### src/rtl/huffman_tree_walk_decoder_macros.svh
// Assertion macros used by the decoder's top level.
// No dependencies; included by the top level.
`ifndef HUFFMAN_TREE_WALK_DECODER_MACROS_SVH
`define HUFFMAN_TREE_WALK_DECODER_MACROS_SVH

// Property that must hold in the same cycle as its condition.
`define HTWD_ASSERT_IMPLY(name, clk_s, rst_s, cond, prop) \
  name: assert property (@(posedge clk_s) disable iff (rst_s) (cond) |-> (prop)) \
    else $error("same-cycle check failed");

// Property that must hold in the cycle after its condition.
`define HTWD_ASSERT_NEXT(name, clk_s, rst_s, cond, prop) \
  name: assert property (@(posedge clk_s) disable iff (rst_s) (cond) |=> (prop)) \
    else $error("next-cycle check failed");

`endif

### src/rtl/htwd_fifo.sv
// Short register queue between the front end and the back end.
// No dependencies.
`timescale 1ns / 1ps

module htwd_fifo #(
  parameter int WIDTH = 48,
  parameter int DEPTH = 2
) (
  input  logic             clk,
  input  logic             rst,
  input  logic             push,
  input  logic [WIDTH-1:0] push_data,
  input  logic             pop,
  output logic [WIDTH-1:0] pop_data,
  output logic             full,
  output logic             empty
);

  localparam int PW = (DEPTH > 1) ? $clog2(DEPTH) : 1;
  localparam int CW = $clog2(DEPTH + 1);

  logic [WIDTH-1:0] entries [DEPTH];
  logic [PW-1:0]    wr_ptr;
  logic [PW-1:0]    rd_ptr;
  logic [CW-1:0]    count;

  assign full     = (count == CW'(DEPTH));
  assign empty    = (count == '0);
  assign pop_data = entries[rd_ptr];

  always_ff @(posedge clk) begin
    if (push) begin
      entries[wr_ptr] <= push_data;
    end
  end

  always_ff @(posedge clk) begin
    if (rst) begin
      wr_ptr <= '0;
      rd_ptr <= '0;
      count  <= '0;
    end else begin
      if (push) begin
        wr_ptr <= (wr_ptr == PW'(DEPTH - 1)) ? '0 : wr_ptr + 1'b1;
      end
      if (pop) begin
        rd_ptr <= (rd_ptr == PW'(DEPTH - 1)) ? '0 : rd_ptr + 1'b1;
      end
      if (push && !pop) begin
        count <= count + 1'b1;
      end else if (pop && !push) begin
        count <= count - 1'b1;
      end
    end
  end

endmodule

### config.mk
export PLATFORM = sky130hd
export DESIGN_NAME = htwd_fifo
export DESIGN_NICKNAME = d
export VERILOG_FILES = /design/src/rtl/huffman_tree_walk_decoder_macros.svh /design/src/rtl/htwd_fifo.sv
export SDC_FILE = /design/constraint.sdc
export NUM_CORES = 1
export LEC_CHECK = 0
export ABC_CLOCK_PERIOD_IN_PS = 4100
export BUFFER_PORTS_ARGS = -buffer_cell sky130_fd_sc_hd__buf_2
export CORE_MARGIN = 5
export CORE_UTILIZATION = 50
export CTS_CLUSTER_SIZE = 25
export DETAILED_ROUTE_END_ITERATION = 8
export HOLD_SLACK_MARGIN = 0.06
export PLACE_DENSITY = 0.87
export SLEW_MARGIN = 10
export SYNTH_ARGS = -nofsm -noshare
export SYNTH_HDL_FRONTEND = slang
export SYNTH_SLANG_ARGS = --single-unit
### constraint.sdc
create_clock -name clk -period 4.1 [get_ports clk]
set_input_delay 0.615 -clock clk [delete_from_list [all_inputs] [get_ports clk]]
set_output_delay 0.615 -clock clk [all_outputs]
set_load 0.01 [all_outputs]
Yosys cells after proc, flatten, opt, wreduce, memory -nomap -nowiden
Memory sizes are Yosys's and may differ from the RTL's. A register that Yosys moved wholly into a read port is not among the register bits.
Index checks and enable logic that the tools add are counted.
{"block": "word_totals", "ram_bits": 96, "inputBits": 52, "out_inout_bits": 50, "ff_bits": 4, "n_memories": 1}
{"block": "classes", "addsub": 4, "eq_ne": 1, "muxes": 8, "reduce_logical": 6}
{"name": "entries", "words": 2, "width": 48, "read_ports": 1, "rd_clocked_by_memory_dff": 1, "write_ports": 1, "line_no": "htwd_fifo.sv:22", "rtl": "logic [WIDTH-1:0] entries [DEPTH];"}
{"op": "$mux 1", "n": 6}
{"op": "$mux 2", "n": 2}
{"op": "$add 1x1->1 const B", "n": 2}
{"op": "$add 2x1->2 const B", "n": 1}
{"op": "$eq 2x2->1 const B", "n": 1}
{"op": "$logic_and 1x1->1", "n": 2}
{"op": "$logic_not 1->1", "n": 2}
{"op": "$logic_not 2->1", "n": 1}
{"op": "$reduce_bool 2->1", "n": 1}
{"op": "$sub 2x1->2 const B", "n": 1}

Longest topological paths before layout
{"block": "depth", "depth_word": 4, "depth_mapped": 5, "ltp_nobuf": 5}

Worst setup path before layout
Ideal clock, no wire load.
{"block": "synth_timing", "kind": "input -> register", "from": "in push", "to": "mem entries[0][0] (enable)", "n_path_buf": 0, "path_stages": 1, "setup_ns": 0.459, "path_slack_ns": 0.895, "arrival_time_ns": 2.746, "cell_sequence": "nor2b_1"}
{"block": "synth_between", "elab_chain_len": 2}
{"element": "start: declaration", "line_no": "htwd_fifo.sv:11", "rtl": "input logic push,"}
{"element": "$mux 1", "line_no": "htwd_fifo.sv:32", "rtl": "if (push) begin"}
{"element": "$mux 1 (not written as such)", "line_no": "htwd_fifo.sv:33", "rtl": "entries[wr_ptr] <= push_data;"}
{"element": "end: declaration", "line_no": "htwd_fifo.sv:22"}
Every way passes these cells.

==> metrics <==
HP Class=in -> reg; hold buffers post-CTS=0; Seq cells post-synth=101; Final period util=64.6%; DIE AREA=9160 um^2; Layout Skew=9.22 ps; Async SR Flop Fraction=0%; Antenna Violating Nets Remaining=0; NumNets Final=332; die width=95.7 um; global-route wire length before repair=9160 um; mapped cell area=3670 um^2; Max clock buf depth=2; CP Data Arrival Time=2030 ps; most used flip-flop cell after synthesis=edfxtp_1; Reg2Reg Depth=1; worst-margin pin slew=1130 ps; DRT Pass-1 Iters=3; Worst Setup End Kind=output pin; Mapped Nets=224; CP Launch Type=flop; HPWL Detailed=3980 um; number of setup buffers added after CTS=0; headroom to the max-slew limit=24.7%; die height=95.7 um; via count=1833; drt via density=4.79; number of global-route vias before repair=1956; CTS Buf Count=9; Final Hold Fails=0; outcome=finished, final reports clean; leak pwr=0.00168 uW; H-tree depth=3; Synth warnings=0; Fmax achieved=0.378 GHz; I/O Pins=102; antenna cell count=0; unrepaired setup endpoints after global routing=false; setup TNS=0 ps; Area Growth Syn to Fin=21.7%; Mapped Cells=171; Crit Path Max Fanout=48; Slew Limit Fails=0; Fillers=545; Area contributors post-synth=edfxtp_1 (79%), mux2_2 (15%), dfxtp_1 (2.7%), buf_6 (0.61%), nor2_1 (0.51%); Clock Latency Late Sink=360 ps; EDFF count, synth=96; GRT overflow=0; Post-Route WL=6040 um; CTS tree=done; Req. time, crit path=3480 ps; layout cells sized above 1=59.2%; wire per inst=15.8 um; Post-synth top cells=edfxtp_1 (96), mux2_2 (48), dfxtp_1 (5), nor2_1 (5); hold depth=1; worst vdd ir=276 uV; cell accounting for the most synthesized area=edfxtp_1; initial antenna violation count=0; largest net degree at the start of global routing=49; area share of the leading cell type in the synthesized netlist=78.5%; Root Buffer=clkbuf_8; Yosys cell types=17; Final Critical Period=2650 ps; clock slew at the register clock pins of the worst setup and hold paths=100 ps; port buffer count=101; drc violations=0; Design Power=2060 uW; CTS resizes=0; # rows=31; Core ar.=7210 um^2; Syn Area/Cell=21.5 um^2; initial drt markers=52; Initial Util=50.9%; top-count cell post-synth=edfxtp_1; Cell Pwr Density=461 nW/um^2; All-Layer GR Usage=13.8%; routability congestion estimate=0.629; max-cap violation count=0; post-synthesis sequential area ratio=81.3%; critical path class=reg -> out; CTS Sinks=101; final setup fails=0
==> cell usage in the layout, fill, tap and decap left out <==
master | Yosys | layout
buf_2 | 2 | 101
edfxtp_1 | 96 | 96
mux2_2 | 48 | 48
clkbuf_8 | 0 | 9
nor2_1 | 5 | 5
dfxtp_1 | 5 | 4
xor2_1 | 2 | 2
xnor2_1 | 2 | 2
clkinv_4 | 0 | 2
inv_1 | 1 | 1
and2_2 | 0 | 1
and2b_2 | 1 | 1
nor2b_4 | 0 | 1
o21ai_0 | 1 | 1
or3_1 | 1 | 1
a21oi_1 | 1 | 1
ha_1 | 1 | 1
dfxtp_2 | 0 | 1
bufinv_16 | 0 | 1
clkinv_1 | 0 | 1
clkinv_2 | 0 | 1
clkinvlp_4 | 0 | 1
clkbuf_1 | 0 | 1
buf_4 | 1 | 1
==> area by class of cell <==
type | instances | area, um^2 | area share, %
inverter | 1 | 3.75 | 0.0840
tap | 99 | 124 | 2.77
timing repair buffer | 102 | 513 | 11.5
clock buffer | 10 | 128 | 2.86
clock inverter | 6 | 63.8 | 1.43
multi-input combinational | 64 | 653 | 14.6
sequential | 101 | 2980 | 66.8
==> per-layer routing <==
metal / part of all wire, % / routed length, um / track usage [%]
met3: 6.3 / 383 / 4.50
met1: 40 / 2390 / 15.4
met2: 52 / 3170 / 24.0
met4: 1.7 / 102 / 6.40
met5: 0 / 0 / 0
==> critical path: stages, from the launching register on <==
cell	delay (ps)
dfxtp_2	1080
mux2_2	430
buf_2	140
==> sequential cells by signal, summed over array words and instances, names as in the netlist, named ones only <==
name,count
count,2
rd_ptr,1
wr_ptr,1
entries,96
==> kinds of logic (layout without fill, tap and decap cells) <==
logic type / after synthesis / in the layout / synth area share [%]
flops: 101 / 101 / 81.3
mux: 48 / 48 / 14.7
simple gates: 9 / 9 / 1.26
buf+inv: 6 / 119 / 1.19
xor+xnor: 4 / 4 / 0.955
compound gates: 2 / 2 / 0.272
fa+ha+maj: 1 / 1 / 0.341
==> worst paths after layout <==
path                       from  slack [ps]              to
setup / recovery           flop        1450    pop_data[16]
hold / removal    push_data[11]         440  entries[1][11]
setup reg to reg         wr_ptr        2350   entries[1][9]
hold reg to reg        count[1]         510        count[1]
==> stage by stage <==
step                      util (%)  worst slack (ps)  area [um^2]  hold slack [ps]  cells
after global routing          61.9              1320         4470              402    383
after global placement        59.3              1790         4280              484    367
final                         61.9              1450         4470              439    383
after CTS                     61.9              1390         4470              421    383
after floorplan                  -               895         3670              461    171
after detailed placement      59.3              1780         4280              508    367
==> report_power, final <==
group          internal (uW)  leakage (uW)  total (uW)  switching, uW
sequential              1200      0.000943        1230           33.8
clock                    281     0.0000939         602            321
combinational            116      0.000641         225            109
total                   1600       0.00168        2060            464
No activity file was read; power rests on OpenSTA's default activity.
