==> src/rtl/huffman_tree_walk_decoder_macros.svh <==
// Assertion macros used by the decoder's top level.
// No dependencies; included by the top level.
`ifndef HUFFMAN_TREE_WALK_DECODER_MACROS_SVH
`define HUFFMAN_TREE_WALK_DECODER_MACROS_SVH

// Property that must hold in the same cycle as its condition.
`define HTWD_ASSERT_IMPLY(name, clk_s, rst_s, cond, prop) \
  name: assert property (@(posedge clk_s) disable iff (rst_s) (cond) |-> (prop)) \
    else $error("same-cycle check failed");

// Property that must hold in the cycle after its condition.
`define HTWD_ASSERT_NEXT(name, clk_s, rst_s, cond, prop) \
  name: assert property (@(posedge clk_s) disable iff (rst_s) (cond) |=> (prop)) \
    else $error("next-cycle check failed");

`endif

==> src/rtl/htwd_pkg.sv <==
// Shared constants and codes for the Huffman tree-walk decoder.
// No dependencies; used by the front end, back end and top level.
`timescale 1ns / 1ps

package htwd_pkg;

  localparam int FIELD_IDX_W = 9;
  localparam int SYM_W       = 8;
  localparam int BYTE_W      = 8;
  localparam int CNT_W       = 4;
  localparam int CFG_IDX_W   = 1;
  localparam int CFG_DATA_W  = 9;
  localparam int QUEUE_DEPTH = 2;

  localparam logic [CNT_W-1:0] BITS_PER_BYTE = 4'd8;

  typedef enum logic {
    FUNC_LOAD   = 1'b0,
    FUNC_DECODE = 1'b1
  } func_t;

  typedef enum logic [CFG_IDX_W-1:0] {
    CFG_ROOT_INDEX = 1'b0,
    CFG_LAST_BITS  = 1'b1
  } cfg_reg_t;

endpackage

==> src/rtl/htwd_front.sv <==
// Front end: configuration registers, item intake and index wrapping.
// Depends on htwd_pkg; feeds the queue toward htwd_back.
`timescale 1ns / 1ps

module htwd_front #(
  parameter int NODE_COUNT = 512
) (
  input  logic                                 clk,
  input  logic                                 rst,
  input  logic                                 item_valid,
  output logic                                 item_stall,
  input  logic                                 func,
  input  logic [htwd_pkg::FIELD_IDX_W-1:0]     node_index,
  input  logic                                 node_is_leaf,
  input  logic [htwd_pkg::SYM_W-1:0]           node_symbol,
  input  logic [htwd_pkg::FIELD_IDX_W-1:0]     left_child,
  input  logic [htwd_pkg::FIELD_IDX_W-1:0]     right_child,
  input  logic                                 right_present,
  input  logic [htwd_pkg::BYTE_W-1:0]          data_byte,
  input  logic                                 last_byte,
  input  logic                                 cfg_we,
  input  logic [htwd_pkg::CFG_IDX_W-1:0]       cfg_index,
  input  logic [htwd_pkg::CFG_DATA_W-1:0]      cfg_data,
  input  logic                                 q_full,
  output logic                                 q_push,
  output logic [3*$clog2(NODE_COUNT)+24-1:0]   q_entry,
  output logic [$clog2(NODE_COUNT)-1:0]        root,
  output logic                                 root_load
);

  localparam int IDX_W = $clog2(NODE_COUNT);
  localparam int SPAN  = 1 << htwd_pkg::FIELD_IDX_W;

  logic [htwd_pkg::CNT_W-1:0] last_bits;
  logic [htwd_pkg::CNT_W-1:0] nbits;

  function automatic logic [IDX_W-1:0] wrap_idx(input logic [htwd_pkg::FIELD_IDX_W-1:0] v);
    logic [htwd_pkg::FIELD_IDX_W:0] r;
    r = {1'b0, v};
    for (int k = htwd_pkg::FIELD_IDX_W - 1; k >= 0; k--) begin
      if ((NODE_COUNT << k) < SPAN) begin
        if (r >= (htwd_pkg::FIELD_IDX_W + 1)'(NODE_COUNT << k)) begin
          r = r - (htwd_pkg::FIELD_IDX_W + 1)'(NODE_COUNT << k);
        end
      end
    end
    return IDX_W'(r);
  endfunction

  assign item_stall = q_full;
  assign q_push     = item_valid && !q_full;

  always_comb begin
    nbits = htwd_pkg::BITS_PER_BYTE;
    if (last_byte) begin
      nbits = (last_bits > htwd_pkg::BITS_PER_BYTE) ? htwd_pkg::BITS_PER_BYTE : last_bits;
    end
  end

  assign q_entry = {func, wrap_idx(node_index),
                    node_is_leaf, node_symbol, wrap_idx(left_child), wrap_idx(right_child),
                    right_present, data_byte, nbits, last_byte};

  always_ff @(posedge clk) begin
    if (rst) begin
      root      <= '0;
      last_bits <= htwd_pkg::BITS_PER_BYTE;
      root_load <= 1'b0;
    end else begin
      root_load <= cfg_we && (cfg_index == htwd_pkg::CFG_ROOT_INDEX);
      if (cfg_we && (cfg_index == htwd_pkg::CFG_ROOT_INDEX)) begin
        root <= wrap_idx(cfg_data[htwd_pkg::FIELD_IDX_W-1:0]);
      end
      if (cfg_we && (cfg_index == htwd_pkg::CFG_LAST_BITS)) begin
        last_bits <= cfg_data[htwd_pkg::CNT_W-1:0];
      end
    end
  end

endmodule

==> config.mk <==
export PLATFORM = sky130hd
export DESIGN_NAME = htwd_front
export DESIGN_NICKNAME = d
export VERILOG_FILES = /design/src/rtl/huffman_tree_walk_decoder_macros.svh /design/src/rtl/htwd_pkg.sv /design/src/rtl/htwd_front.sv
export SDC_FILE = /design/constraint.sdc
export NUM_CORES = 1
export LEC_CHECK = 0
export BUFFER_PORTS_ARGS = -buffer_cell sky130_fd_sc_hd__buf_2
export CORE_UTILIZATION = 30
export CTS_BUF_LIST = sky130_fd_sc_hd__clkbuf_4 sky130_fd_sc_hd__clkbuf_8 sky130_fd_sc_hd__clkbuf_16
export DETAILED_ROUTE_END_ITERATION = 6
export PLACE_DENSITY = 0.76
export SYNTH_ARGS = -nofsm -noshare
export SYNTH_HDL_FRONTEND = slang
export SYNTH_SLANG_ARGS = --single-unit
==> constraint.sdc <==
create_clock -name clk -period 0.95 [get_ports clk]
set_input_delay 0.095 -clock clk [delete_from_list [all_inputs] [get_ports clk]]
set_output_delay 0.095 -clock clk [all_outputs]
set_load 0.1 [all_outputs]
# After elaboration in Yosys (flattened, before gate mapping)
# Index checks and enable logic that the tools add are counted.
# op_classes
n_lt_le_gt_ge	1
muxes	2
n_bitwise	1
n_reduce_logical	4
# op_table
operator	n
$mux 4	2
$gt 4x4->1 const B	1
$logic_and 1x1->1	3
$logic_not 1->1	1
$not 1->1	1
# totals
ff_bits	14
in_bits	62
output_inout_bits	63
word_cells	11

# Depth between registers and ports, before layout
# logic_depth
word_depth	3
depth_mapped	3
depth_no_buf	2

# Least setup slack after synthesis
# Ideal clock, no wire load.
# synth_timing
kind	input-to-output
start	in q_full
end	out q_push
arrival_time_ps	1430
required_time_ps	855
setup_slack_ps	-575
path_stages	1
n_path_buf	0
path_cell_list	nor2b_1
# synth_via
elab_chain_len	2
# synth_rtl
item	line_no	rtl
start: declaration	htwd_front.sv:24	input logic q_full,
$logic_not 1->1	htwd_front.sv:51	assign q_push = item_valid && !q_full;
$logic_and 1x1->1	htwd_front.sv:51	
end: declaration	htwd_front.sv:25	output logic q_push,
# No other way between the ends.

# Final worst setup path
# layout_timing
start	reg last_bits[3] in the netlist's numbering
end	out q_entry[2]
# layout_via
elab_chain_len	3
# layout_rtl
item	line_no	rtl
start: declaration	htwd_front.sv:34	logic [htwd_pkg::CNT_W-1:0] last_bits;
start signal: assignment	htwd_front.sv:67	last_bits <= htwd_pkg::BITS_PER_BYTE;
start signal: assignment	htwd_front.sv:75	last_bits <= cfg_data[htwd_pkg::CNT_W-1:0];
$gt 4x4->1	htwd_front.sv:56	nbits = (last_bits > htwd_pkg::BITS_PER_BYTE) ? htwd_pkg::BITS_PER_BYTE : last_bits;
$mux 4	htwd_front.sv:56	
$mux 4	htwd_front.sv:55	if (last_byte) begin
end: declaration	htwd_front.sv:26	output logic [3*$clog2(NODE_COUNT)+24-1:0] q_entry,
# No other way between the ends.

==> reports/qor.yml <==
n_antenna_cell: 0
dieArea_um2: 3490
dp_hpwl_um: 1610
coreArea_um2: 3080
ys_seq_area_share_pct: 28.7
crit_type: "register to primary output"
switchingPower_w: 0.000493
r2r_start: "last_bits[3]$_SDFFE_PP1P_"
root_buffer: "clkbuf_4"
port_buffers: 32
setup_viol: 4
min_period_ps: 1210
p_per_area_nw_per_um2: 1270
wl_per_cell_um: 14.0
track_usage_pct: 11.2
drive_gt1_share_pct: 57.9
fin_util_pct: 36.9
crit_chain: "nor2b_4 -> and2_4 -> buf_12"
yosys.area.top_type: "buf_4"
gr-total-overflow: 0
postRouteAntennaNets: 0
hp-class: "input port to register"
arrival_ps: 1110
grt_pass1_wl_um: 2900
max_cap_viol_count: 0
p_leak_nw: 0.467
rsz0062_at_grt: "yes"
async_flop_share_pct: 0
rr_worst_depth: 1
min-delay-start: "cfg_data[5]"
maxSlewHeadroom_pct: 80.9
p_clk_share_pct: 21.7
vias_per_cell: 4.43
p_sw_share_pct: 34.1
setup.worst_path.start_class: "register"
p_int_w: 0.000952
worst_slack_ps: -260
postCtsSetupBuffers: 0
seqPwrFrac_pct: 45.0
fp.dieH_um: 59.1
synth_cell_types: 14
yosysMostFrequentCell: "buf_4"
critical_path.startpoint: "last_bits[3]$_SDFFE_PP1P_"
antenna_found_initial: 0
cts_hold_buf: 0
fin_crit_sh_pct: 127
cts_buffer_depth: 2
finalSetupTns_ps: -968
dr_total_vias: 616
row_count: 20
r2r_setup_slack_ps: 240
initial_utilization_pct: 31.7
synth_nets: 171
htreeDepth: 1
status: "complete, but fails checks"
tightest_slew_ps: 287
drc: 0
vdd_ir_drop_max_mv: 0.388
max_freq_mhz: 827
slowest_delay_ps: 340
cts_tree: "yes"
drt-total-wl_um: 1940
die_x_um: 59.1
crit_path_max_fanout: 4
synth_commonest_cells: "buf_4, nand2b_1, dfxtp_1"
grt_pass1_vias: 636
clock_latency_ps: 260
grt_max_degree: 24
crit_path_top_delay_cell: "dfxtp_2"
violations: "negative setup slack"
numCtsBuffers: 3
critPathCaptureType: "primary output"
cts.sinks: 14
drt_first_pass_iters: 2
synth_ff_type: "dfxtp_1"
hold_path_depth: 3
final-hold-violation-count: 0
syn_area_um2: 977
syn_area_per_cell_um2: 8.97
synthCells: 109
drtIter0Drc: 5
ys_seq_elements: 14
clkTransAtPathRegs_ps: 80
yosysWarningCount: 0
synthTopCellsByArea: "buf_4, dfxtp_1, nand2b_1"
nNetsFinal: 159
path_depth: 3
pwr-share-comb_pct: 33.3
synth-edff-count: 0
gp_congestion: 0.652
io_pins: 125
critPathBufInv: 1
crit_family: "simple AND/OR/NAND/NOR gates"
drv_slew: 0
clock_skew_ps: 0
synthDominantCellAreaShare_pct: 37.6
area_growth_pct: 16.3
worst-endpoint-required_ps: 850
## routing by layer
layer	track usage, %	vias to the layer above	share of wire [%]
li1	-	277	-
met1	9.91	272	31
met2	19.0	41	49
met3	3.71	26	11
met4	11.9	0	8.0
met5	0	-	0
## cell usage in the layout (no fill, tap or decap)
master	n
buf_2	15
nor2b_1	1
nand4bb_1	6
buf_12	16
clkbuf_4	3
mux2i_1	6
o21ai_1	6
clkinvlp_4	1
nand2_2	1
and2_4	3
nor2b_4	1
and3_1	1
a211o_1	1
dfxtp_2	11
nor2b_2	1
and2b_1	1
buf_6	1
nand2b_1	15
dfxtp_1	3
buf_4	2
## cell families after synthesis
group,after synthesis,synth area share [%]
AOI/OAI and AO/OA,7,3.97
buffers and inverters,52,38.8
DFF,14,28.7
muxes,6,6.15
and+or+nand+nor,30,22.4
## power groups by stage
stage          clock (W)  combinational [W]  sequential (W)
5_1_grt         0.000364           0.000499        0.000654
6_report        0.000314           0.000482        0.000650
2_1_floorplan          0            0.00107        0.000799
3_5_place_dp           0           0.000483        0.000664
3_3_place_gp           0           0.000473        0.000662
4_1_cts         0.000330           0.000486        0.000650
## path summary, 6_finish.rpt
kind / to
worst max-delay path: q_entry[2]
worst min-delay path: root[5]$_SDFFE_PP0P_
worst max register to register: last_bits[3]$_SDFFE_PP1P_
worst min register to register: last_bits[1]$_SDFFE_PP0P_
## sequential cells by signal, indices dropped and copies added, names as in the netlist
register / count
root_load: 1
root: 9
last_bits: 4
## worst min-delay path, stage by stage
cell	delay [ps]
buf_2	100
nand4bb_1	80
o21ai_1	60
## stage by stage
stage / hold slack (ps) / power, W / worst slack, ps / std cells / instance area, um^2
floorplan: 254 / 0.00187 / -57.4 / 109 / 1010
global placement: 191 / 0.00113 / 0.694 / 136 / 1110
detailed placement: 191 / 0.00115 / -3.43 / 136 / 1110
CTS: 82.1 / 0.00147 / -278 / 139 / 1140
global route: 85.9 / 0.00152 / -307 / 139 / 1140
finish: 94.1 / 0.00145 / -260 / 139 / 1140
## layout make-up
cell class / count / area [um^2]
fillers: 317 / 1940
repair buffers: 34 / 422
multi-input cells: 43 / 335
flip-flops and latches: 14 / 294
well taps: 44 / 55.1
clock buffers: 3 / 22.5
inverters: 1 / 7.51
## what timing repair did
action,in CTS,in global routing
resized for setup,2,0
pin swaps,2,1
endpoints found under the setup margin,4,4
Note: power is estimated with default switching activity, not from simulation.
