**src/rtl/huffman_tree_walk_decoder_macros.svh**
```systemverilog
// Assertion macros used by the decoder's top level.
// No dependencies; included by the top level.
`ifndef HUFFMAN_TREE_WALK_DECODER_MACROS_SVH
`define HUFFMAN_TREE_WALK_DECODER_MACROS_SVH

// Property that must hold in the same cycle as its condition.
`define HTWD_ASSERT_IMPLY(name, clk_s, rst_s, cond, prop) \
  name: assert property (@(posedge clk_s) disable iff (rst_s) (cond) |-> (prop)) \
    else $error("same-cycle check failed");

// Property that must hold in the cycle after its condition.
`define HTWD_ASSERT_NEXT(name, clk_s, rst_s, cond, prop) \
  name: assert property (@(posedge clk_s) disable iff (rst_s) (cond) |=> (prop)) \
    else $error("next-cycle check failed");

`endif

```
**src/rtl/htwd_pkg.sv**
```systemverilog
// Shared constants and codes for the Huffman tree-walk decoder.
// No dependencies; used by the front end, back end and top level.
`timescale 1ns / 1ps

package htwd_pkg;

  localparam int FIELD_IDX_W = 9;
  localparam int SYM_W       = 8;
  localparam int BYTE_W      = 8;
  localparam int CNT_W       = 4;
  localparam int CFG_IDX_W   = 1;
  localparam int CFG_DATA_W  = 9;
  localparam int QUEUE_DEPTH = 2;

  localparam logic [CNT_W-1:0] BITS_PER_BYTE = 4'd8;

  typedef enum logic {
    FUNC_LOAD   = 1'b0,
    FUNC_DECODE = 1'b1
  } func_t;

  typedef enum logic [CFG_IDX_W-1:0] {
    CFG_ROOT_INDEX = 1'b0,
    CFG_LAST_BITS  = 1'b1
  } cfg_reg_t;

endpackage

```
**src/rtl/htwd_back.sv**
```systemverilog
// Back end: node table writes, the bit-by-bit tree walk and the result register.
// Depends on htwd_pkg; reads the queue and drives the node table RAM.
`timescale 1ns / 1ps

module htwd_back #(
  parameter int IDX_W = 9
) (
  input  logic                           clk,
  input  logic                           rst,
  input  logic                           q_empty,
  input  logic [3*IDX_W+24-1:0]          q_entry,
  output logic                           q_pop,
  input  logic [IDX_W-1:0]               root,
  input  logic                           root_load,
  output logic                           ram_we,
  output logic [IDX_W-1:0]               ram_waddr,
  output logic [2*IDX_W+10-1:0]          ram_wdata,
  output logic                           ram_re,
  output logic [IDX_W-1:0]               ram_raddr,
  input  logic [2*IDX_W+10-1:0]          ram_rdata,
  output logic                           result_valid,
  input  logic                           result_stall,
  output logic [htwd_pkg::SYM_W-1:0]     symbol,
  output logic                           error,
  output logic                           last
);

  typedef enum logic [1:0] {S_IDLE, S_WALK, S_FLUSH} state_t;

  state_t state, state_next;

  logic                          q_func;
  logic [IDX_W-1:0]              q_idx;
  logic [2*IDX_W+10-1:0]         q_node;
  logic [htwd_pkg::BYTE_W-1:0]   q_byte;
  logic [htwd_pkg::CNT_W-1:0]    q_nbits;
  logic                          q_last;

  logic                          n_leaf;
  logic [htwd_pkg::SYM_W-1:0]    n_sym;
  logic [IDX_W-1:0]              n_left;
  logic [IDX_W-1:0]              n_right;
  logic                          n_has_right;

  logic [IDX_W-1:0]              pos, pos_next;
  logic [htwd_pkg::BYTE_W-1:0]   byte_sr, byte_sr_next;
  logic [htwd_pkg::CNT_W-1:0]    bit_cnt, bit_cnt_next;
  logic [htwd_pkg::CNT_W-1:0]    nbits;
  logic                          is_last;
  logic                          arrived, arrived_next;
  logic                          held_valid, held_valid_next;
  logic [htwd_pkg::SYM_W-1:0]    held_sym, held_sym_next;
  logic                          held_err, held_err_next;

  logic                          load_byte;
  logic                          out_free;
  logic                          at_leaf;
  logic                          ev;
  logic [htwd_pkg::SYM_W-1:0]    ev_sym;
  logic                          ev_err;
  logic                          push;
  logic                          push_last;

  assign {q_func, q_idx, q_node, q_byte, q_nbits, q_last} = q_entry;
  assign {n_leaf, n_sym, n_left, n_right, n_has_right}   = ram_rdata;

  assign out_free = !result_valid || !result_stall;
  assign at_leaf  = arrived && n_leaf;

  always_comb begin
    state_next      = state;
    pos_next        = pos;
    byte_sr_next    = byte_sr;
    bit_cnt_next    = bit_cnt;
    arrived_next    = arrived;
    held_valid_next = held_valid;
    held_sym_next   = held_sym;
    held_err_next   = held_err;
    q_pop           = 1'b0;
    load_byte       = 1'b0;
    ram_we          = 1'b0;
    ram_waddr       = q_idx;
    ram_wdata       = q_node;
    ram_re          = 1'b0;
    ram_raddr       = pos;
    ev              = 1'b0;
    ev_sym          = '0;
    ev_err          = 1'b0;
    push            = 1'b0;
    push_last       = 1'b0;

    unique case (state)
      S_IDLE: begin
        if (!q_empty) begin
          q_pop = 1'b1;
          if (q_func == htwd_pkg::FUNC_LOAD) begin
            ram_we = 1'b1;
          end else begin
            load_byte    = 1'b1;
            ram_re       = 1'b1;
            byte_sr_next = q_byte;
            bit_cnt_next = '0;
            arrived_next = 1'b0;
            state_next   = S_WALK;
          end
        end
      end
      S_WALK: begin
        if (at_leaf) begin
          ev     = 1'b1;
          ev_sym = n_sym;
        end else if ((bit_cnt != nbits) && byte_sr[htwd_pkg::BYTE_W-1] && !n_has_right) begin
          ev     = 1'b1;
          ev_err = 1'b1;
        end
        if (!(ev && held_valid && !out_free)) begin
          if (ev) begin
            push            = held_valid;
            held_valid_next = 1'b1;
            held_sym_next   = ev_sym;
            held_err_next   = ev_err;
          end
          if (at_leaf) begin
            pos_next     = root;
            arrived_next = 1'b0;
            if (bit_cnt == nbits) begin
              state_next = S_FLUSH;
            end else begin
              ram_re    = 1'b1;
              ram_raddr = root;
            end
          end else if (bit_cnt == nbits) begin
            state_next = S_FLUSH;
          end else begin
            bit_cnt_next = bit_cnt + 1'b1;
            byte_sr_next = {byte_sr[htwd_pkg::BYTE_W-2:0], 1'b0};
            ram_re       = 1'b1;
            priority if (!byte_sr[htwd_pkg::BYTE_W-1]) begin
              pos_next     = n_left;
              arrived_next = 1'b1;
              ram_raddr    = n_left;
            end else if (n_has_right) begin
              pos_next     = n_right;
              arrived_next = 1'b1;
              ram_raddr    = n_right;
            end else begin
              pos_next     = root;
              arrived_next = 1'b0;
              ram_raddr    = root;
            end
          end
        end
      end
      S_FLUSH: begin
        if (!held_valid || out_free) begin
          push            = held_valid;
          push_last       = is_last;
          held_valid_next = 1'b0;
          if (is_last) begin
            pos_next = root;
          end
          state_next = S_IDLE;
        end
      end
      default: begin
        state_next = S_IDLE;
      end
    endcase

    if (root_load) begin
      pos_next = root;
    end
  end

  always_ff @(posedge clk) begin
    if (rst) begin
      state        <= S_IDLE;
      pos          <= '0;
      arrived      <= 1'b0;
      held_valid   <= 1'b0;
      result_valid <= 1'b0;
    end else begin
      state      <= state_next;
      pos        <= pos_next;
      arrived    <= arrived_next;
      held_valid <= held_valid_next;
      held_sym   <= held_sym_next;
      held_err   <= held_err_next;
      byte_sr    <= byte_sr_next;
      bit_cnt    <= bit_cnt_next;
      if (load_byte) begin
        nbits   <= q_nbits;
        is_last <= q_last;
      end
      if (push) begin
        result_valid <= 1'b1;
        symbol       <= held_sym;
        error        <= held_err;
        last         <= push_last;
      end else if (!result_stall) begin
        result_valid <= 1'b0;
      end
    end
  end

endmodule

```
**config.mk**
```make
export PLATFORM = sky130hd
export DESIGN_NAME = htwd_back
export DESIGN_NICKNAME = d
export VERILOG_FILES = /design/src/rtl/huffman_tree_walk_decoder_macros.svh /design/src/rtl/htwd_pkg.sv /design/src/rtl/htwd_back.sv
export SDC_FILE = /design/constraint.sdc
export NUM_CORES = 1
export LEC_CHECK = 0
export CAP_MARGIN = 15
export CORE_MARGIN = 10
export CORE_UTILIZATION = 65
export CTS_CLUSTER_SIZE = 20
export DETAILED_ROUTE_END_ITERATION = 8
export DONT_BUFFER_PORTS = 1
export PLACE_DENSITY_LB_ADDON = 0.15
export SYNTH_ARGS = -nofsm -noshare
export SYNTH_HDL_FRONTEND = slang
export SYNTH_SLANG_ARGS = --single-unit
```
**constraint.sdc**
```tcl
create_clock -name clk -period 8.5 [get_ports clk]
set_input_delay 2.55 -clock clk [delete_from_list [all_inputs] [get_ports clk]]
set_output_delay 2.55 -clock clk [all_outputs]
set_load 0.01 [all_outputs]
```
# --- Yosys cells after proc, flatten, opt, wreduce, memory -nomap -nowiden ---
# Cells that the tools add are included.
totals:
  ff_bits: 50
  latch_bits: 0
  ram_bits: 0
  rom_bits: 0
  inputBits: 93
  output_inout_bits: 60
  elab_cells: 122
  n_memories: 0
classes:
  add_sub_neg: 1
  n_mul: 0
  div_mod_pow: 0
  n_lt_le_gt_ge: 0
  n_eq_ne: 17
  n_shift: 0
  n_mux: 63
  n_bitwise: 2
  reduce_logical: 25
ops:
  columns: ["op", "n"]
  rows:
  - ["$mux 9", 12]
  - ["$mux 8", 5]
  - ["$mux 1", 28]
  - ["$mux 4", 5]
  - ["$pmux 9 s2", 1]
  - ["$ne 2x2->1 const B", 8]
  - ["$pmux 8 s2", 1]
  - ["$ne 3x3->1 const B", 4]
  - ["$reduce_and 4->1", 3]
  - ["$mux 2", 5]
  - ["$reduce_and 5->1", 2]
  - ["$pmux 1 s2", 4]
  - ["$pmux 4 s2", 1]
  - ["$reduce_and 7->1", 1]
  - ["$pmux 2 s3", 1]
  - ["$reduce_and 2->1", 3]
  - ["$logic_and 1x1->1", 5]
  - ["$logic_not 1->1", 5]
  - ["$add 4x1->4 const B", 1]
  - ["$eq 4x4->1", 1]
  - ["$ne 4x4->1", 1]
  - ["$reduce_bool 2->1", 2]
  - ["$reduce_bool 3->1", 1]
  - ["$eq 2x1->1 const B", 1]
  - ["other kinds (5)", 7]

# --- Depth between registers and ports, before layout ---
depth:
  ltp_word: 11
  depth_mapped: 7
  depth_no_buf: 7

# --- Least setup slack after synthesis ---
# Ideal clock, no wire load.
synth_timing:
  path_kind: "input-to-output"
  startpoint: "input ram_rdata[0]"
  endpoint: "output ram_raddr[3]"
  arrival_time_ns: 3.813
  required_time_ns: 5.950
  setup_slack_ns: 2.137
  stages: 7
  path_buffers: 2
  path_cell_list: "buf_6 > nand2b_1 > a21oi_1 > nor3b_2 > clkbuf_1 > nand2_1 > o21ai_0"
synth_between:
  elab_chain_len: 9
  elab_cells_between_ends: 13
  classes_between: "mux: 9; reduce/logical: 4"
synth_lines:
  columns: ["item", "line", "source"]
  rows:
  - ["start: declaration", "htwd_back.sv:20", "input logic [2*IDX_W+10-1:0] ram_rdata,"]
  - ["$logic_not 1->1", "htwd_back.sv:112", "end else if ((bit_cnt != nbits) && byte_sr[htwd_pkg::BYTE_W-1] && !n_has_right) begin"]
  - ["$logic_and 1x1->1", "htwd_back.sv:112", null]
  - ["$mux 1", "htwd_back.sv:112", null]
  - ["$mux 1", "htwd_back.sv:109", "if (at_leaf) begin"]
  - ["$mux 1", "htwd_back.sv:92", "unique case (state)"]
  - ["$logic_and 1x1->1 (2 in a row)", "htwd_back.sv:116", "if (!(ev && held_valid && !out_free)) begin"]
  - ["$mux 9 (*)", "htwd_back.sv:116", null]
  - ["$mux 9 (*)", "htwd_back.sv:92", null]
  - ["end: declaration", "htwd_back.sv:19", "output logic [IDX_W-1:0] ram_raddr,"]
# Every way passes the cells marked *; elsewhere a longest branch is shown, timed or not. The select of a mux whose other input is x is not followed.

# --- Worst setup path in the final report ---
layout_timing:
  startpoint: "input ram_rdata[0]"
  endpoint: "output ram_raddr[0]"
# The elaborated chain is that of the path after synthesis.

==> flow_metrics.env <==
export IMPL_drt_first_pass_iters=4
export IMPL_grt_pass1_wl_um=9940
export IMPL_power_internal_uw=486
export IMPL_postLayoutCellArea_um2=2920
export IMPL_fill_cells=363
export IMPL_rsz0062_at_grt="no"
export IMPL_ff_latch_area_um2=1360
export IMPL_finalHoldViolCount=0
export IMPL_swShare_pct=29.6
export IMPL_place_area_um2=2790
export IMPL_wl_per_cell_um=20.4
export IMPL_power_switching_uw=204
export IMPL_antenna_left=0
export IMPL_yosysTopAreaCell="edfxtp_1"
export IMPL_synth_xor_area_share_pct=1.73
export IMPL_synth_cells=294
export IMPL_htree_levels=2
export IMPL_yosys_area_top_type_share_pct=35.6
export IMPL_drc=0
export IMPL_synthAdderAreaFrac_pct=1.65
export IMPL_instances_no_fill=306
export IMPL_synth_top_family_by_area="simple AND/OR/NAND/NOR gates"
export IMPL_drive_gt1_share_pct=13.0
export IMPL_multi_input_area_um2=1300
export IMPL_wirelength_um=6240
export IMPL_die_w_um=88.4
export IMPL_critPathArrivalTime_ps=4120
export IMPL_grt_max_degree=29
export IMPL_cap_viol_max_count=0
export IMPL_skew_ps=7.77
export IMPL_cp_max_fo=19
export IMPL_post_cts_buffers=0
export IMPL_fin_setup_tns_ps=0
export IMPL_pin_count=153
export IMPL_finalCritPeriodShare_pct=78.4
export IMPL_core_um2=4440
export IMPL_setup_viol=0
export IMPL_clk_pin_slew_ps=90
export IMPL_antenna_found_initial=0
export IMPL_critPathLaunchType="input pin"
export IMPL_final_common_cell="edfxtp_1"
export IMPL_status="complete, no violations"
export IMPL_ys_top_cells_by_area="edfxtp_1, buf_4, dfxtp_1"
export IMPL_ys_warnings_count=0
export IMPL_cts_resized_gates=0
export IMPL_initial_core_util_pct=68.4
export IMPL_clockRootBuffer="clkbuf_8"
export IMPL_gp_congestion=0.770
export IMPL_die_h_um=88.4
export IMPL_synth_seq_cells=50
export IMPL_cp_required_ps=5950
export IMPL_cts_buffer_depth=2
export IMPL_vias=1973
export IMPL_power_leakage_uw=0.00107
export IMPL_yosys_area_share_simple_pct=17.2
export IMPL_p_clk_share_pct=28.2
export IMPL_placedCellCount=298
export IMPL_drt_iter0_drc=121
export IMPL_tightest_slew_ps=1060
export IMPL_hpwl_um=4640
export IMPL_p_per_area_nw_per_um2=236
export IMPL_areaGrowthSynthToFinish_pct=-3.87
export IMPL_comb_power_share_pct=26.8
export IMPL_cts_tree="built"
export IMPL_grt_pass1_vias=1922
export IMPL_hp_class="register to register"
export IMPL_io_buffer_count=0
export IMPL_num_rows=24
export IMPL_fp_dieArea_um2=7810
export IMPL_synth_area_mux_share_pct=9.55
export IMPL_syn_nets=391
export IMPL_cts_sinks=50
export IMPL_max_slew_margin_rel_pct=28.9
export IMPL_end_kind="output pin"
export IMPL_postSynthAreaPerCell_um2=10.3
export IMPL_fin_crit_ps=6670
export IMPL_grt_remaining_overflow=0
export IMPL_cts_buffers=5
export IMPL_path_class="input pin to output pin"
export IMPL_postCtsHoldBufs=0
export IMPL_diodes=0
export IMPL_final_util_pct=65.8
export IMPL_drv_slew=0
export IMPL_synth_compound_area_share_pct=12.4
export IMPL_nets=350
export IMPL_peakVddDrop_v=0.000231
export IMPL_netlist_area_um2=3040
export IMPL_grt_total_usage_pct=16.0
export IMPL_mostFrequentLayoutCells="edfxtp_1, nand2_1, o21ai_0"
export IMPL_insertion_delay_ps=300
export IMPL_synthDistinctLibCells=40
export IMPL_routed_via_density=6.45
export IMPL_synth_seq_area_share_pct=44.8
export IMPL_pwr_share_seq_pct=45.0
export IMPL_fmax_mhz=150
==> logic make-up (layout without fill, tap and decap cells) <==
group,count (synthesis),after routing
adders and majority gates,4,4
and+or+nand+nor,93,93
xor gates and xnor gates,6,6
AOI/OAI and AO/OA,52,52
DFF,50,50
buffers and inverters,62,22
muxes,27,27
==> metal layers <==
metal	wire length, µm	GRT usage [%]	up-vias	part of all wire [%]
met4	88	5.58	0	1.4
met5	0	0	-	0
li1	-	-	948	-
met3	452	5.06	20	7.2
met1	2550	19.0	927	41
met2	3140	26.7	78	50
==> state kept, by name (all words and copies together) (netlist names) <==
signal        flops
bit_cnt           4
state             2
is_last           1
result_valid      1
arrived           1
held_sym          8
nbits             4
held_valid        1
error             1
last              1
held_err          1
symbol            8
byte_sr           8
pos               9
==> critical path, cell delays in order <==
cell and delay, ps:
nand2b_1 210, a21oi_1 150, nor3b_2 840, o21ai_0 360
==> cell type report <==
class | instances | area share (%)
flip-flops and latches | 50 | 46.6
multi-input cells | 182 | 44.4
clock buffers | 5 | 2.35
clock inverters | 3 | 2.35
well taps | 52 | 2.23
inverters | 12 | 1.54
repair buffers | 2 | 0.514
==> synth_stat cells (all sizes together) <==
cell,count
buf,41
edfxtp,36
nand2,31
o21ai,20
mux2,16
dfxtp,14
nor2,13
inv,12
mux2i,11
and3,10
clkbuf,9
nand2b,9
o211a,9
o32ai,9
or4,9
a21oi,5
and2,5
nor2b,5
xor2,5
ha,4
nand3,3
a221o,2
nor3,2
nor3b,2
a2111oi,1
a211oi,1
a21boi,1
a2bb2oi,1
a311oi,1
nand3b,1
nor4,1
nor4b,1
o2111ai,1
o211ai,1
or2,1
xnor2,1
==> through the flow <==
step	hold slack [ps]	power, µW	worst slack (ps)
after CTS	426	697	1820
final	425	691	1830
after detailed placement	405	503	1830
after global placement	401	500	1910
after floorplan	400	486	2140
after global routing	447	729	1600
==> final timing paths <==
check,from,endpoint,slack [ps],cells after the start
worst min register to register,held_sym[6],symbol[6],420,0
worst max register to register,arrived,pos[4],5750,5
worst max-delay path,ram_rdata[0],ram_raddr[0],1830,4
worst min-delay path,held_sym[6],symbol[6],420,0
==> power by group through the flow <==
stage               Combinational [µW]  Sequential [µW]  Clock [µW]
CTS                                188              311         198
global route                       209              315         206
floorplan                          177              309           0
finish                             185              311         194
global placement                   185              315           0
detailed placement                 187              316           0
Note: power is estimated with default switching activity, not from simulation.
